==> src/hw/rtl/dits_pkg.sv <==
// Shared types, constants and codes for the dock identification and touch select block.
// Used by every module under hw/rtl; depends on nothing else.
`timescale 1ns / 1ps

package dits_pkg;

    // Block dimensions
    localparam int NUM_DOCKS        = 8;
    localparam int NUM_STAGES       = 6;
    localparam int SAMPLES_PER_READ = 8;   // a power of two: the average is a shift
    localparam int NUM_CODE_REGS    = 6;

    // Field widths
    localparam int ADC_W     = 10;
    localparam int DOCK_W    = 3;
    localparam int STAGE_W   = 3;
    localparam int TOUCH_W   = 8;
    localparam int MODE_W    = 2;
    localparam int CFG_IDX_W = 3;

    // Accumulator sizing
    localparam int AVG_SHIFT = $clog2(SAMPLES_PER_READ);
    localparam int SUM_W     = ADC_W + AVG_SHIFT;
    localparam int CNT_W     = $clog2(SAMPLES_PER_READ + 1);

    typedef logic [DOCK_W-1:0]  dock_t;
    typedef logic [STAGE_W-1:0] stage_t;
    typedef logic [ADC_W-1:0]   code_t;

    // Request kinds
    localparam logic REQ_SAMPLE = 1'b0;
    localparam logic REQ_TOUCH  = 1'b1;

    // Event kinds
    localparam logic EV_CHANGE = 1'b0;
    localparam logic EV_TOUCH  = 1'b1;

    // Touch modes (any other code leaves the flags alone)
    localparam logic [MODE_W-1:0] MODE_FOLLOW = 2'd0;
    localparam logic [MODE_W-1:0] MODE_FLIP   = 2'd1;

    // Configuration register indexes
    localparam logic [CFG_IDX_W-1:0] CFG_TOUCH_MODE   = 3'd0;
    localparam logic [CFG_IDX_W-1:0] CFG_STAGE_CODE_0 = 3'd1;

    typedef enum logic [1:0] {
        ST_IDLE,
        ST_SEARCH,
        ST_CHANGE,
        ST_SCAN
    } state_t;

    // One result item
    typedef struct packed {
        logic   event_kind;
        dock_t  dock_out;
        stage_t prev_stage;
        stage_t stage_out;
        logic   released;
        logic   stage_selected;
        logic   last_result;
    } result_t;

    // Status of the nearest-code search unit
    typedef struct packed {
        logic   done;
        stage_t stage;
    } search_stat_t;

endpackage

==> src/hw/rtl/dits_nearest.sv <==
// Iterative nearest-code search: one absolute difference and compare per cycle.
// Depends on dits_pkg.
`timescale 1ns / 1ps

module dits_nearest
(
    input  logic                                          clk,
    input  logic                                          rst_n,
    input  logic                                          start,
    input  dits_pkg::code_t                               avg,
    input  logic [dits_pkg::NUM_STAGES-1:0][dits_pkg::ADC_W-1:0] codes,
    output dits_pkg::search_stat_t                        stat
);

    logic             busy_reg, busy_next;
    logic             done_reg, done_next;
    dits_pkg::stage_t idx_reg, idx_next;
    dits_pkg::stage_t best_reg, best_next;
    dits_pkg::code_t  best_dist_reg, best_dist_next;

    dits_pkg::code_t  code_sel;
    dits_pkg::code_t  code_gap;
    logic             better;

    // Distance of the current stage code to the average
    always_comb
    begin
        code_sel = codes[idx_reg];
        code_gap = (code_sel > avg) ? (code_sel - avg) : (avg - code_sel);
        // the first stage always wins, later ones only when strictly closer
        better   = (idx_reg == '0) || (code_gap < best_dist_reg);
    end

    // Step through the stages
    always_comb
    begin
        busy_next      = busy_reg;
        done_next      = 1'b0;
        idx_next       = idx_reg;
        best_next      = best_reg;
        best_dist_next = best_dist_reg;
        if (start)
        begin
            busy_next = 1'b1;
            idx_next  = '0;
        end
        else if (busy_reg)
        begin
            if (better)
            begin
                best_next      = idx_reg;
                best_dist_next = code_gap;
            end
            if (idx_reg == dits_pkg::STAGE_W'(dits_pkg::NUM_STAGES - 1))
            begin
                busy_next = 1'b0;
                done_next = 1'b1;
            end
            else
            begin
                idx_next = idx_reg + 1'b1;
            end
        end
    end

    always_ff @(posedge clk or negedge rst_n)
    begin
        if (!rst_n)
        begin
            busy_reg <= 1'b0;
            done_reg <= 1'b0;
            idx_reg  <= '0;
        end
        else
        begin
            busy_reg <= busy_next;
            done_reg <= done_next;
            idx_reg  <= idx_next;
        end
    end

    // Hold the best candidate
    always_ff @(posedge clk)
    begin
        best_reg      <= best_next;
        best_dist_reg <= best_dist_next;
    end

    assign stat = '{done: done_reg, stage: best_reg};

endmodule

==> src/hw/rtl/dits_out_reg.sv <==
// Output register for result items towards the master-side stream.
// Depends on dits_pkg.
`timescale 1ns / 1ps

module dits_out_reg
(
    input  logic              clk,
    input  logic              rst_n,
    input  logic              load,
    input  dits_pkg::result_t din,
    output logic              free,
    output logic              m_tvalid,
    input  logic              m_tready,
    output dits_pkg::result_t dout
);

    logic              valid_reg, valid_next;
    dits_pkg::result_t data_reg;

    // Slot is free when empty or being drained this cycle
    always_comb
    begin
        free = !valid_reg || m_tready;
        if (load)
            valid_next = 1'b1;
        else if (m_tready)
            valid_next = 1'b0;
        else
            valid_next = valid_reg;
    end

    always_ff @(posedge clk or negedge rst_n)
    begin
        if (!rst_n)
            valid_reg <= 1'b0;
        else
            valid_reg <= valid_next;
    end

    // Capture the result
    always_ff @(posedge clk)
    begin
        if (load)
            data_reg <= din;
    end

    assign m_tvalid = valid_reg;
    assign dout     = data_reg;

endmodule

==> src/hw/rtl/dock_id_and_touch_select.sv <==
// Top level of the dock identification and touch select block: sequencer and state.
// Depends on dits_pkg, dits_nearest and dits_out_reg.
`timescale 1ns / 1ps

// One request at a time. An ADC sample that does not complete a reading starts no search.
// A sample that completes a reading of SAMPLES_PER_READ samples starts the nearest-code
// search, which walks the stage codes one per cycle through a single subtract and compare
// unit; when the dock changes stage, a change result is then sent once it has waited for
// a free output register. A touch scan request with no changed electrode only records the
// touch bits; otherwise the scan steps through the docks up to and including the highest
// changed one, and each changed dock waits for a free output register for its result.
// One result leaves per cycle at most.
// Configuration writes are always accepted and should only be made while idle.
module dock_id_and_touch_select
(
    input  logic        clk,
    input  logic        rst_n,
    // request stream
    input  logic        s_tvalid,
    output logic        s_tready,
    input  logic [23:0] s_tdata,   // dock_index[2:0], adc_sample[12:3], touch_bits[20:13]
    input  logic [0:0]  s_tuser,   // req_type[0]
    // result stream
    output logic        m_tvalid,
    input  logic        m_tready,
    output logic [15:0] m_tdata,   // dock_out[2:0], prev_stage[5:3], stage_out[8:6],
                                   // released[9], stage_selected[10]
    output logic [0:0]  m_tuser,   // event_kind[0]
    output logic        m_tlast,
    // configuration writes
    input  logic        cfg_valid,
    output logic        cfg_ready,
    input  logic [2:0]  cfg_index,
    input  logic [9:0]  cfg_data
);

    localparam int NS = dits_pkg::NUM_STAGES;
    localparam int ND = dits_pkg::NUM_DOCKS;
    localparam int TW = dits_pkg::TOUCH_W;

    dits_pkg::state_t state_reg, state_next;

    // configuration
    logic [dits_pkg::MODE_W-1:0]                   touch_mode_reg;
    logic [dits_pkg::NUM_CODE_REGS-1:0][dits_pkg::ADC_W-1:0] code_reg;

    // block state
    logic [dits_pkg::SUM_W-1:0] sum_reg, sum_next;
    logic [dits_pkg::CNT_W-1:0] cnt_reg, cnt_next;
    logic [ND-1:0][dits_pkg::STAGE_W-1:0] dock_stage_reg, dock_stage_next;
    logic [NS-1:0]              flags_reg, flags_next;
    logic [TW-1:0]              last_touch_reg, last_touch_next;
    logic                       start_reg, start_next;

    // per-request working registers
    dits_pkg::dock_t  dock_reg, dock_next;
    dits_pkg::code_t  avg_reg, avg_next;
    dits_pkg::stage_t cur_reg, cur_next;
    dits_pkg::dock_t  idx_reg, idx_next;
    logic [TW-1:0]    now_reg, now_next;
    logic [TW-1:0]    diff_reg, diff_next;

    // request fields
    logic             in_req;
    dits_pkg::dock_t  in_dock;
    dits_pkg::code_t  in_adc;
    logic [TW-1:0]    in_touch;
    logic             accept;

    logic [dits_pkg::SUM_W-1:0] sum_add;
    logic [dits_pkg::CNT_W-1:0] cnt_inc;
    logic             read_done;
    logic             dock_ok;
    logic [TW-1:0]    dock_mask;
    logic [TW-1:0]    touch_diff;

    dits_pkg::dock_t  rd_dock;
    dits_pkg::stage_t rd_stage;
    dits_pkg::stage_t flag_addr;
    logic             flag_rd;

    logic [TW-1:0]    above_mask;
    logic             scan_edge;
    logic             scan_last;
    logic             scan_adv;
    logic             pressed;
    logic             new_flag;

    dits_pkg::search_stat_t stat;
    logic                   out_load;
    logic                   out_free;
    dits_pkg::result_t      out_din;
    dits_pkg::result_t      out_dout;

    function automatic logic [dits_pkg::CFG_IDX_W-1:0] CFG_OFS(input int i);
        return dits_pkg::CFG_IDX_W'(i);
    endfunction

    // Unpack the request
    assign in_req   = s_tuser[0];
    assign in_dock  = s_tdata[2:0];
    assign in_adc   = s_tdata[12:3];
    assign in_touch = s_tdata[20:13];

    assign s_tready  = (state_reg == dits_pkg::ST_IDLE);
    assign accept    = s_tvalid && s_tready;
    assign cfg_ready = 1'b1;

    // Accumulator arithmetic and touch edge mask
    always_comb
    begin
        sum_add    = sum_reg + dits_pkg::SUM_W'(in_adc);
        cnt_inc    = cnt_reg + 1'b1;
        read_done  = (cnt_inc == dits_pkg::CNT_W'(dits_pkg::SAMPLES_PER_READ));
        dock_ok    = ({1'b0, in_dock} < (dits_pkg::DOCK_W + 1)'(ND));
        for (int i = 0; i < TW; i++)
        begin
            dock_mask[i]  = (i < ND);
            above_mask[i] = ((dits_pkg::DOCK_W + 1)'(i) > {1'b0, idx_reg});
        end
        touch_diff = (in_touch ^ last_touch_reg) & dock_mask;
    end

    // Single read port on the stage table and the flags
    always_comb
    begin
        rd_dock   = (state_reg == dits_pkg::ST_SCAN) ? idx_reg : dock_reg;
        rd_stage  = dock_stage_reg[rd_dock];
        flag_addr = (state_reg == dits_pkg::ST_SCAN) ? rd_stage : cur_reg;
        flag_rd   = flags_reg[flag_addr];
    end

    // Touch scan step for the current dock
    always_comb
    begin
        scan_edge = diff_reg[idx_reg];
        scan_last = ~|(diff_reg & above_mask);
        scan_adv  = !scan_edge || out_free;
        pressed   = now_reg[idx_reg];
        if (touch_mode_reg == dits_pkg::MODE_FOLLOW)
            new_flag = pressed;
        else if (touch_mode_reg == dits_pkg::MODE_FLIP)
            new_flag = pressed ? !flag_rd : flag_rd;
        else
            new_flag = flag_rd;
    end

    // Next state
    always_comb
    begin
        state_next = state_reg;
        case (state_reg)
            dits_pkg::ST_IDLE:
            begin
                if (accept)
                begin
                    if (in_req == dits_pkg::REQ_SAMPLE)
                    begin
                        if (dock_ok && read_done)
                            state_next = dits_pkg::ST_SEARCH;
                    end
                    else if (touch_diff != '0)
                    begin
                        state_next = dits_pkg::ST_SCAN;
                    end
                end
            end
            dits_pkg::ST_SEARCH:
            begin
                if (stat.done)
                    state_next = (stat.stage != rd_stage) ? dits_pkg::ST_CHANGE
                                                          : dits_pkg::ST_IDLE;
            end
            dits_pkg::ST_CHANGE:
            begin
                if (out_free)
                    state_next = dits_pkg::ST_IDLE;
            end
            dits_pkg::ST_SCAN:
            begin
                if (scan_adv && scan_last)
                    state_next = dits_pkg::ST_IDLE;
            end
            default:
            begin
                state_next = dits_pkg::ST_IDLE;
            end
        endcase
    end

    // Datapath and result generation
    always_comb
    begin
        sum_next        = sum_reg;
        cnt_next        = cnt_reg;
        dock_stage_next = dock_stage_reg;
        flags_next      = flags_reg;
        last_touch_next = last_touch_reg;
        start_next      = 1'b0;
        dock_next       = dock_reg;
        avg_next        = avg_reg;
        cur_next        = cur_reg;
        idx_next        = idx_reg;
        now_next        = now_reg;
        diff_next       = diff_reg;
        out_load        = 1'b0;
        out_din         = '0;
        case (state_reg)
            dits_pkg::ST_IDLE:
            begin
                if (accept)
                begin
                    if (in_req == dits_pkg::REQ_SAMPLE)
                    begin
                        if (dock_ok)
                        begin
                            dock_next = in_dock;
                            if (read_done)
                            begin
                                avg_next   = sum_add[dits_pkg::AVG_SHIFT +: dits_pkg::ADC_W];
                                sum_next   = '0;
                                cnt_next   = '0;
                                start_next = 1'b1;
                            end
                            else
                            begin
                                sum_next = sum_add;
                                cnt_next = cnt_inc;
                            end
                        end
                    end
                    else
                    begin
                        now_next  = in_touch;
                        diff_next = touch_diff;
                        idx_next  = '0;
                        // no edge: only remember the scan
                        if (touch_diff == '0)
                            last_touch_next = in_touch;
                    end
                end
            end
            dits_pkg::ST_SEARCH:
            begin
                if (stat.done)
                    cur_next = stat.stage;
            end
            dits_pkg::ST_CHANGE:
            begin
                if (out_free)
                begin
                    out_load                 = 1'b1;
                    out_din.event_kind       = dits_pkg::EV_CHANGE;
                    out_din.dock_out         = dock_reg;
                    out_din.prev_stage       = rd_stage;
                    out_din.stage_out        = cur_reg;
                    out_din.released         = 1'b0;
                    out_din.stage_selected   = flag_rd;
                    out_din.last_result      = 1'b1;
                    dock_stage_next[dock_reg] = cur_reg;
                    flags_next[rd_stage]     = 1'b0;
                end
            end
            dits_pkg::ST_SCAN:
            begin
                if (scan_edge && out_free)
                begin
                    out_load               = 1'b1;
                    out_din.event_kind     = dits_pkg::EV_TOUCH;
                    out_din.dock_out       = idx_reg;
                    out_din.prev_stage     = '0;
                    out_din.stage_out      = rd_stage;
                    out_din.released       = !pressed;
                    out_din.stage_selected = new_flag;
                    out_din.last_result    = scan_last;
                    flags_next[rd_stage]   = new_flag;
                end
                if (scan_adv)
                begin
                    if (scan_last)
                        last_touch_next = now_reg;
                    else
                        idx_next = idx_reg + 1'b1;
                end
            end
            default:
            begin
                out_load = 1'b0;
            end
        endcase
    end

    // Control state and configuration
    always_ff @(posedge clk or negedge rst_n)
    begin
        if (!rst_n)
        begin
            state_reg      <= dits_pkg::ST_IDLE;
            touch_mode_reg <= '0;
            code_reg       <= '0;
            sum_reg        <= '0;
            cnt_reg        <= '0;
            dock_stage_reg <= '0;
            flags_reg      <= '0;
            last_touch_reg <= '0;
            start_reg      <= 1'b0;
        end
        else
        begin
            state_reg      <= state_next;
            sum_reg        <= sum_next;
            cnt_reg        <= cnt_next;
            dock_stage_reg <= dock_stage_next;
            flags_reg      <= flags_next;
            last_touch_reg <= last_touch_next;
            start_reg      <= start_next;
            if (cfg_valid && cfg_ready)
            begin
                if (cfg_index == dits_pkg::CFG_TOUCH_MODE)
                    touch_mode_reg <= cfg_data[dits_pkg::MODE_W-1:0];
                else
                begin
                    for (int i = 0; i < dits_pkg::NUM_CODE_REGS; i++)
                    begin
                        if (cfg_index == dits_pkg::CFG_STAGE_CODE_0 + CFG_OFS(i))
                            code_reg[i] <= cfg_data;
                    end
                end
            end
        end
    end

    // Per-request working registers
    always_ff @(posedge clk or negedge rst_n)
    begin
        if (!rst_n)
        begin
            dock_reg <= '0;
            avg_reg  <= '0;
            cur_reg  <= '0;
            idx_reg  <= '0;
            now_reg  <= '0;
            diff_reg <= '0;
        end
        else
        begin
            dock_reg <= dock_next;
            avg_reg  <= avg_next;
            cur_reg  <= cur_next;
            idx_reg  <= idx_next;
            now_reg  <= now_next;
            diff_reg <= diff_next;
        end
    end

    // Shared search unit
    dits_nearest u_nearest
    (
        .clk   (clk),
        .rst_n (rst_n),
        .start (start_reg),
        .avg   (avg_reg),
        .codes (code_reg[NS-1:0]),
        .stat  (stat)
    );

    // Result register
    dits_out_reg u_out
    (
        .clk      (clk),
        .rst_n    (rst_n),
        .load     (out_load),
        .din      (out_din),
        .free     (out_free),
        .m_tvalid (m_tvalid),
        .m_tready (m_tready),
        .dout     (out_dout)
    );

    // Pack the result
    assign m_tuser[0] = out_dout.event_kind;
    assign m_tlast    = out_dout.last_result;
    assign m_tdata    = {5'b0, out_dout.stage_selected, out_dout.released,
                         out_dout.stage_out, out_dout.prev_stage, out_dout.dock_out};

    // Sample count never reaches a full reading between requests
    a_cnt_range: assert property (@(posedge clk) disable iff (!rst_n)
        cnt_reg < dits_pkg::CNT_W'(dits_pkg::SAMPLES_PER_READ))
        else $error("sample count out of range");

    // Search completes only while the sequencer waits for it
    a_done_state: assert property (@(posedge clk) disable iff (!rst_n)
        stat.done |-> (state_reg == dits_pkg::ST_SEARCH))
        else $error("search done outside search state");

    // A stage change clears the selected flag of the stage left behind
    a_change_clear: assert property (@(posedge clk) disable iff (!rst_n)
        (state_reg == dits_pkg::ST_CHANGE && out_free) |=> !flags_reg[$past(rd_stage)])
        else $error("old stage flag not cleared");

    // Stored stages always name a real stage
    a_stage_range: assert property (@(posedge clk) disable iff (!rst_n)
        rd_stage < dits_pkg::STAGE_W'(NS))
        else $error("stored stage out of range");

    // A touch result is only produced for a changed electrode
    a_scan_edge: assert property (@(posedge clk) disable iff (!rst_n)
        (out_load && state_reg == dits_pkg::ST_SCAN) |-> diff_reg[idx_reg])
        else $error("touch result without edge");

endmodule
==> config.mk <==
export PLATFORM = sky130hd
export DESIGN_NAME = dock_id_and_touch_select
export DESIGN_NICKNAME = d
export VERILOG_FILES = /design/src/hw/rtl/dits_pkg.sv /design/src/hw/rtl/dits_nearest.sv /design/src/hw/rtl/dits_out_reg.sv /design/src/hw/rtl/dock_id_and_touch_select.sv
export SDC_FILE = /design/constraint.sdc
export NUM_CORES = 1
export LEC_CHECK = 0
export BUFFER_PORTS_ARGS = -buffer_cell sky130_fd_sc_hd__buf_2
export CORE_MARGIN = 2
export CORE_UTILIZATION = 38
export CTS_CLUSTER_DIAMETER = 120
export DETAILED_ROUTE_END_ITERATION = 6
export SYNTH_ARGS = -nofsm -noshare
export SYNTH_HDL_FRONTEND = slang
export SYNTH_SLANG_ARGS = --single-unit
==> constraint.sdc <==
create_clock -name clk -period 11.2 [get_ports clk]
set_input_delay 1.68 -clock clk [delete_from_list [all_inputs] [get_ports clk]]
set_output_delay 1.68 -clock clk [all_outputs]
set_load 0.01 [all_outputs]
==> impl_results.md <==
- Final ANT Viol Nets: 0
- Global-route wire length before repair: 36.7 mm
- Top FF cell, synth: dfrtp_1
- Worst slew pin tran: 1.11 ns
- Pwr Density: 255 mW/mm^2
- Top Ports: 64
- Routed vias/inst: 5.25
- Drt total wl: 21.4 mm
- Cell taking the most area after synthesis: dfrtp_1
- Initial drt markers: 339
- PortBufs: 54
- Worst stage delay on the critical path: 0.79 ns
- Top cells by area, synth: dfrtp_1, mux2_2, edfxtp_1, ha_1, mux4_2
- Cells after synthesis: 922
- Number of flip-flops in the largest register: 60
- #FFs+latches synth: 187
- CTS Hold Bufs: 0
- Area growth syn-to-layout: 11.3%
- Hold path start: sum_reg[0]
- Root Buffer: clkbuf_16
- Outcome: complete, no violations
- Commonest non-fill, non-tap cells in the layout: dfrtp_1, mux2_2, nand2_1, buf_2, a21oi_1
- Worst hold path class: reg2reg
- Post-synth EDFFs: 26
- Count of cell types in the netlist: 72
- Rows: 60
- Finished Cell Area: 0.0115 sq mm
- Cell family with most CP delay: compound AO/OA/AOI/OAI gates
- WL/cell: 16.3 microns
- CTS max path bufs: 2
- Setup Skew: 0.0154 ns
- Max Clk Rate: 144 MHz
- Post-DP Area: 0.0109 sq mm
- Clock Latency Late Sink: 0.44 ns
- Layout cells sized above 1: 0.239
- Total CTS buffers: 17
- CP startpoint: u_nearest.idx_reg[1]
- Worst-path clk slew: 0.08 ns
- Setup Crit Path Kind: reg2reg
- Final-report hold violation count: 0
- Top cell type's share of synthesized area: 0.391
- VDD IR max: 0.0972 mV
- Max-cap violations: 0
- Max Transition Viols Final: 0
- Initial antenna violation count: 1
- Slew margin rel.: 0.259
- FF-to-FF Start: u_nearest.idx_reg[1]
- Fill count: 2,539
- Min Tclk post-route: 6.93 ns
- Critical Path Sink Type: flop
- Cts repair resizes: 0
- Post-DP HPWL: 15.1 mm
- Post-Syn Area: 0.0103 sq mm
- DRC: 0
- Worst-path maximum fanout: 13
- First-pass DRT Iterations: 4
- Final RePlAce weighted congestion: 0.785
- Starting Density: 0.384
- Syn Area/Cell: 11.2 sq um
- Die area: 0.0284 sq mm
- Nets: 1,055
- Worst EP arrival: 7.06 ns
- Share of synthesized registers carrying an async set or reset: 0.861
- Post-CTS setup buffers: 0
- RSZ-0062 raised after global routing: false
- Most common cell after layout, fill and taps aside: dfrtp_1
- Critical path buffer and inverter count: 4
- Die Y: 169 microns
- Vias in the first global route: 7,123
- Setup TNS: 0 ns
- Register area share after synthesis: 0.467
- Clock sink count: 187
- Worst EP required: 11.33 ns
- TritonCTS clock tree: done
- Slowest CP cell: dfrtp_1
- Largest net degree at the start of global routing: 87
- Core area: 0.0268 sq mm
- Die width: 169 microns
- Fin crit share: 0.618
- Leakage: 5.14 nW
- Gr ovfl total: 0
- Yosys warns: 0
- H-tree levels: 4
- GRT Overall Usage: 0.161
- Vias post-DR: 6,918
- Setup crit start kind: flop
- # setup viols final: 0
-- final timing paths --
check,end,slack (ns),cells past startpoint
max,u_nearest.best_reg[2],4.27,25
min,sum_reg[0],0.47,2
max reg2reg,u_nearest.best_reg[2],4.27,25
min reg2reg,sum_reg[0],0.47,2
max in group asynchronous,u_nearest.idx_reg[2],8.53,2
min in group asynchronous,sum_reg[7],1.25,1
-- cell type report --
type | instances | area (sq um) | share of cell area
timing repair buffer | 64 | 352 | 0.0307
clock inverter | 15 | 169 | 0.0147
clock buffer | 17 | 425 | 0.0371
multi-input combinational | 643 | 5080 | 0.444
inverter | 50 | 188 | 0.0164
tap | 341 | 427 | 0.0372
antenna | 1 | 2.50 | 0.000218
sequential | 187 | 4810 | 0.420
-- logic make-up after synthesis --
kind of cell,after synthesis,synth area share
simple gates,211,0.0988
mux,153,0.181
flops,187,0.467
other cells,2,0.000730
xor+xnor,32,0.0272
fa+ha+maj,49,0.0618
buf+inv,96,0.0404
compound gates,192,0.123
-- worst min-delay path, delay by kind of cell (launching register included) --
family | cells | cell delay (ns)
DFF | 1 | 0.35
and+or+nand+nor | 2 | 0.10
-- per-layer routing --
metal | vias to the layer above | share of wire | track usage
li1 | 3389 | - | -
met1 | 3408 | 0.48 | 0.216
met2 | 98 | 0.48 | 0.270
met3 | 21 | 0.035 | 0.0292
met4 | 2 | 0.0086 | 0.0416
met5 | - | 0.00061 | 0
-- cell usage after synthesis, types with 5 or more instances --
cell type and count:
dfrtp_1 161, mux2_2 106, nand2_1 83, a21oi_1 52
inv_1 50, ha_1 46, nor2_1 46, o21ai_0 44
mux2i_1 30, xnor2_1 29, clkbuf_1 28, edfxtp_1 26
a21o_1 16, nand3_1 15, mux4_2 14, nor3_1 14
a22o_1 11, buf_4 8, nand2b_1 7, o211ai_1 7
o31ai_1 7, a211oi_1 6, and3_1 6, and2_1 5
buf_1 5, nand4_1 5, nand4b_1 5, o21bai_1 5
or2_2 5
-- metrics by stage --
stage / power [W] / hold slack (ns) / worst slack, ns / instances / utilization
after CTS: 0.00296 / 0.482 / 4.28 / 1317 / 0.427
after floorplan: 0.00204 / 0.443 / 4.31 / 926 / -
after global routing: 0.00318 / 0.522 / 3.68 / 1317 / 0.427
final: 0.00293 / 0.474 / 4.27 / 1318 / 0.427
after detailed placement: 0.00234 / 0.464 / 4.34 / 1285 / 0.405
after global placement: 0.00232 / 0.460 / 4.43 / 1285 / 0.405
-- where the power goes --
group,switching (W),internal (W),leakage [nW]
Sequential,0.000152,0.000889,2.24
Clock,0.000301,0.000302,0.294
Combinational,0.000705,0.000578,2.62
Note: power is estimated with default switching activity, not from simulation.
